### src/rtl/core/tbrl_pkg.sv
// Token bucket rate limiter: shared package.
// Widths, register indexes, reset values, payload and pipeline types.
// No dependencies.
package tbrl_pkg;

  // Token values are unsigned fixed point with TOKEN_FRAC_BITS fraction bits
  localparam int TOKEN_W         = 48;
  localparam int TIME_W          = 64;
  localparam int TOKEN_FRAC_BITS = 16;
  localparam int PROD_W          = TOKEN_W + TIME_W;

  // Operand split for the refill multiply
  localparam int HALF_W = 32;

  // Configuration port
  localparam int CFG_DATA_W = 48;
  localparam int CFG_IDX_W  = 1;
  localparam logic [CFG_IDX_W-1:0] CFG_CAPACITY    = 1'b0;
  localparam logic [CFG_IDX_W-1:0] CFG_REFILL_RATE = 1'b1;

  localparam logic [TOKEN_W-1:0] CAP_RESET  = TOKEN_W'(64'd10 << TOKEN_FRAC_BITS);
  localparam logic [TOKEN_W-1:0] RATE_RESET = TOKEN_W'(64'd1 << TOKEN_FRAC_BITS);
  localparam logic [TOKEN_W-1:0] TOKEN_MAX  = '1;

  // Constant divisor: nanoseconds per second, remainder always below it
  localparam int REM_W = 30;
  localparam logic [REM_W-1:0] NS_PER_SEC = 30'd1000000000;

  // Long division, several quotient bits per pipeline stage
  localparam int QBITS_PER_STAGE = 4;
  localparam int DIV_STAGES      = TOKEN_W / QBITS_PER_STAGE;

  typedef struct packed {
    logic [TIME_W-1:0]  now_time;
    logic [TOKEN_W-1:0] amount;
  } tbrl_in_t;

  typedef struct packed {
    logic               granted;
    logic [TOKEN_W-1:0] tokens_left;
  } tbrl_out_t;

  // Per-request control carried alongside the divider
  typedef struct packed {
    logic               adv;       // time moved forward
    logic               sat;       // refill at or above the token range
    logic               cap_ge;    // capacity covers the amount
    logic [TOKEN_W-1:0] cap_left;  // capacity minus amount
    logic [TOKEN_W-1:0] amount;
  } tbrl_side_t;

  typedef struct packed {
    tbrl_side_t         side;
    logic [REM_W-1:0]   rem;
    logic [TOKEN_W-1:0] quo;       // dividend bits shift out, quotient bits shift in
  } tbrl_div_t;

endpackage

### src/rtl/core/tbrl_div_pipe.sv
// Token bucket rate limiter: pipelined divide by one second in nanoseconds.
// Restoring long division, QBITS_PER_STAGE quotient bits per stage.
// Depends on tbrl_pkg.
module tbrl_div_pipe import tbrl_pkg::*; (
  input  logic      clk,
  input  logic      rst_n,
  input  logic      adv_en,
  input  logic      in_valid,
  input  tbrl_div_t in_data,
  output logic      out_valid,
  output tbrl_div_t out_data
);

  logic [DIV_STAGES:0] vld_r;
  tbrl_div_t           st_r   [0:DIV_STAGES];
  tbrl_div_t           st_nxt [1:DIV_STAGES];

  // One group of compare-and-subtract steps
  function automatic tbrl_div_t div_step(input tbrl_div_t d);
    tbrl_div_t        r;
    logic [REM_W:0]   trial;
    r = d;
    for (int i = 0; i < QBITS_PER_STAGE; i++) begin
      trial = {r.rem, r.quo[TOKEN_W-1]};
      if (trial >= {1'b0, NS_PER_SEC}) begin
        r.rem = REM_W'(trial - {1'b0, NS_PER_SEC});
        r.quo = {r.quo[TOKEN_W-2:0], 1'b1};
      end else begin
        r.rem = trial[REM_W-1:0];
        r.quo = {r.quo[TOKEN_W-2:0], 1'b0};
      end
    end
    return r;
  endfunction

  always_comb begin
    for (int k = 1; k <= DIV_STAGES; k++) begin
      st_nxt[k] = div_step(st_r[k-1]);
    end
  end

  // Stage valids
  always_ff @(posedge clk) begin
    if (!rst_n) begin
      vld_r <= '0;
    end else if (adv_en) begin
      vld_r <= {vld_r[DIV_STAGES-1:0], in_valid};
    end
  end

  // Stage payload
  always_ff @(posedge clk) begin
    if (adv_en) begin
      st_r[0] <= in_data;
      for (int k = 1; k <= DIV_STAGES; k++) begin
        st_r[k] <= st_nxt[k];
      end
    end
  end

  assign out_valid = vld_r[DIV_STAGES];
  assign out_data  = st_r[DIV_STAGES];

endmodule
### config.mk
export PLATFORM = sky130hd
export DESIGN_NAME = tbrl_div_pipe
export DESIGN_NICKNAME = d
export VERILOG_FILES = /design/src/rtl/core/tbrl_pkg.sv /design/src/rtl/core/tbrl_div_pipe.sv
export SDC_FILE = /design/constraint.sdc
export NUM_CORES = 2
export LEC_CHECK = 0
export ABC_AREA = 1
export BUFFER_PORTS_ARGS = -buffer_cell sky130_fd_sc_hd__buf_2
export CAP_MARGIN = 5
export CORE_MARGIN = 4
export CORE_UTILIZATION = 50
export CTS_BUF_LIST = sky130_fd_sc_hd__clkbuf_4
export DETAILED_ROUTE_END_ITERATION = 8
export PLACE_DENSITY_LB_ADDON = 0.1
export SETUP_SLACK_MARGIN = 0.4
export SLEW_MARGIN = 10
export SYNTH_ARGS = -nofsm -noshare
export SYNTH_HDL_FRONTEND = slang
export SYNTH_SLANG_ARGS = --single-unit
### constraint.sdc
create_clock -name clk -period 14.28 [get_ports clk]
set_input_delay 2.856 -clock clk [delete_from_list [all_inputs] [get_ports clk]]
set_output_delay 2.856 -clock clk [all_outputs]
set_load 0.02 [all_outputs]
==> metrics.md <==
| Metric | Value |
|---|---|
| Status | finished, final reports clean |
| CP max stage cell | nand3_2 |
| Placement Setup Slack | 6330 ps |
| Hold-fix buffers, CTS | 0 |
| PortBufs | 358 |
| First drt pass iteration count | 6 |
| TNS Setup | 0 ps |
| Drt first-iter violations | slightly above 7000 |
| CP most frequent cell | nand2_1 |
| Root buf cell | clkbuf_4 |
| Die height | about 500 microns |
| Final Core Density | 54.7% |
| Yosys cell types | a little under 60 |
| TritonCTS clock tree | built |
| # nets final | 14400 |
| First-pass GRT wire length | 451000 microns |
| Synthesized cell area | 0.121 sq mm |
| Tcrit/Tclk final | 56.6% |
| Max clock buf depth | 4 |
| Buffer count from post-CTS setup fixing | 0 |
| Hold Crit Start | st_r[0][1383]$_DFFE_PP_ |
| Max Clock Skew | 145 ps |
| Share of cells above drive strength 1 | 13.1% |
| Global placer's final weighted congestion | 0.930 |
| Vias | 91500 |
| Detailed Route WL | approximately 280000 microns |
| Die Span X | 501 microns |
| GRT Total Usage | 22.0% |
| Antenna violations before repair | 14 |
| RR Endpoint | st_r[0][412]$_DFFE_PP_ |
| Vias per std cell | 5.13 |
| Crit path launch type | flop |
| Hold Path End | st_r[1][144]$_DFFE_PP_ |
| Synth warn | 0 |
| DRC | 0 |
| Register area | 0.0694 sq mm |
| Critical path type | reg2reg |
| RSZ-0062 raised after global routing | no |
| Asr flop ratio synth | 0% |
| # fillers | 22000 |
| Post-synth net total | around 14000 |
| Avg Inst Size Synth | just under 9 sq um |
| Worst Slack Setup Final | 6200 ps |
| Crit end category | flop |
| Final hold violation count | 0 |
| Core Area | 0.241 sq mm |
| Number of CTS-inserted buffers | 605 |
| Hold Path Stages | 0 |
| # rows | 180 |
| Post-synth top flop | edfxtp_1 |
| Detailed Place HPWL | 204000 microns |
| H-tree levels | 6 |
| Post-synth EDFFs | 2301 |
| Largest net degree at the start of global routing | about 200 |
| Routed Antenna Nets | 0 |
| Crit path DAT | 9060 ps |
| Sequential element share of the synthesized area | 57.2% |
| Number of global-route vias before repair | 87200 |
| R2r startpoint | st_r[0][241]$_DFFE_PP_ |
| CTS clk-pin slew, worst paths | 70 ps |
| Post-synth top area share | 57.0% |
| Initial Util | 50.3% |
| Achievable Freq | 124 MHz |
| Flop2flop setup slack | 6200 ps |
| CTS sink cnt | 2314 |
| Synth Instances | 13600 |
| Routed wire length per instance | approximately 16 microns |
| Die ar. | roughly 0.25 sq mm |
| Synth-to-Final Area Change | 8.64% |
| # IOs | 359 |
| Slew HR | 28.9% |
| Slew Viols, Final | 0 |
| Global-route congestion overflow total | 0 |
| Post-CTS sizing | 0 |
| Synth top area cells | edfxtp_1, nand2_1, nand3_1 |
| Fin crit period | 8080 ps |
| Worst Path Max Fanout | 35 |
| Tightest Pin Transition | 1070 ps |
| Reg2Reg Depth | 38 |
| Cell with the most instances after synthesis | nand2_1 |
| Max-cap viol count | 0 |
| Yosys top cell by area | edfxtp_1 |
| Multi-input logic area | 0.0431 sq mm |
| Setup violations, final | 0 |
| Flop and latch count out of synthesis | 2314 |
| Crit-path max cell delay | 600 ps |
| Critical path required time | 15260 ps |
| Clock Latency Late Sink | 1340 ps |
| Commonest cells post-synth | nand2_1, edfxtp_1, inv_1 |
| Class of the worst hold path | reg2reg |
-- kinds of logic after synthesis --
family                     Yosys count  share of synthesized area [%]
AOI/OAI and AO/OA                  530                           2.53
xor gates and xnor gates           318                           2.30
adders and majority gates           36                          0.371
buffers and inverters             1929                           7.30
DFF                               2314                           57.2
and+or+nand+nor                   8468                           30.3
-- how the worst max path moves through the flow --
stage / slack, ps / end / startpoint
floorplan: 8920 / st_r[0][1305]$_DFFE_PP_ / st_r[0][1118]$_DFFE_PP_
global placement: 6250 / st_r[0][412]$_DFFE_PP_ / st_r[0][241]$_DFFE_PP_
detailed placement: 6330 / st_r[0][412]$_DFFE_PP_ / st_r[0][241]$_DFFE_PP_
CTS: 6220 / st_r[0][412]$_DFFE_PP_ / st_r[0][241]$_DFFE_PP_
global route: 5240 / st_r[0][777]$_DFFE_PP_ / st_r[0][596]$_DFFE_PP_
finish: 6200 / st_r[0][412]$_DFFE_PP_ / st_r[0][241]$_DFFE_PP_
-- registers in the layout, summed over array words and instances, names as in the netlist --
name and count:
st_r 2301, vld_r 13
-- worst max-delay path: cells and delay by family, from the launching register on --
family	cells	cell delay, ps
AO/OA/AOI/OAI	3	980
AND/OR/NAND/NOR	29	5570
flip-flops	1	470
adder cells (fa/ha/maj)	2	450
buffers and inverters	4	250
-- metal layers --
metal	global-route usage [%]	vias to the layer above	wire length, microns
li1	-	46300	-
met3	3.64	538	13900
met4	7.51	2	8090
met2	35.7	2450	131000
met1	30.0	42200	128000
met5	0	-	13
-- metrics by stage --
step / hold WS [ps] / instances / cell area (sq um)
floorplan: 400 / 13600 / 121000
global placement: 400 / 16800 / 124000
detailed placement: 405 / 16800 / 124000
CTS: 257 / 17800 / 132000
global route: 263 / 17800 / 132000
finish: 286 / 17800 / 132000
-- placed cells by master (no fill, tap or decap), types with 22 or more instances in the layout --
master and n:
a21oi_1 122, a21oi_2 28, a31oi_1 24, and2_1 33, buf_2 357, clkbuf_4 858
clkinv_1 120, edfxtp_1 2301, ha_1 36, inv_1 1414, inv_2 135, nand2_1 4847
nand2_2 153, nand2_4 31, nand3_1 1233, nand3_2 32, nand3_4 28, nand3b_1 58
nand4_1 421, nor2_1 1358, nor2_2 131, nor2_4 35, nor3_1 73, o21ai_0 183
o21ai_1 92, xnor2_1 22, xor2_1 295
-- area by class of cell --
class                           instances  area share, %
Sequential cell                      2314           52.6
Inverter                             1540           4.39
Antenna cell                           13         0.0247
Tap cell                             3185           3.02
Timing Repair Buffer                  383           1.59
Multi-Input combinational cell       9352           32.7
Clock buffer                          858           4.89
Clock inverter                        178          0.756
Power is left out: the tool's default activity adds up to more than one toggle a clock period on the data nets, which glitch-free logic cannot reach.
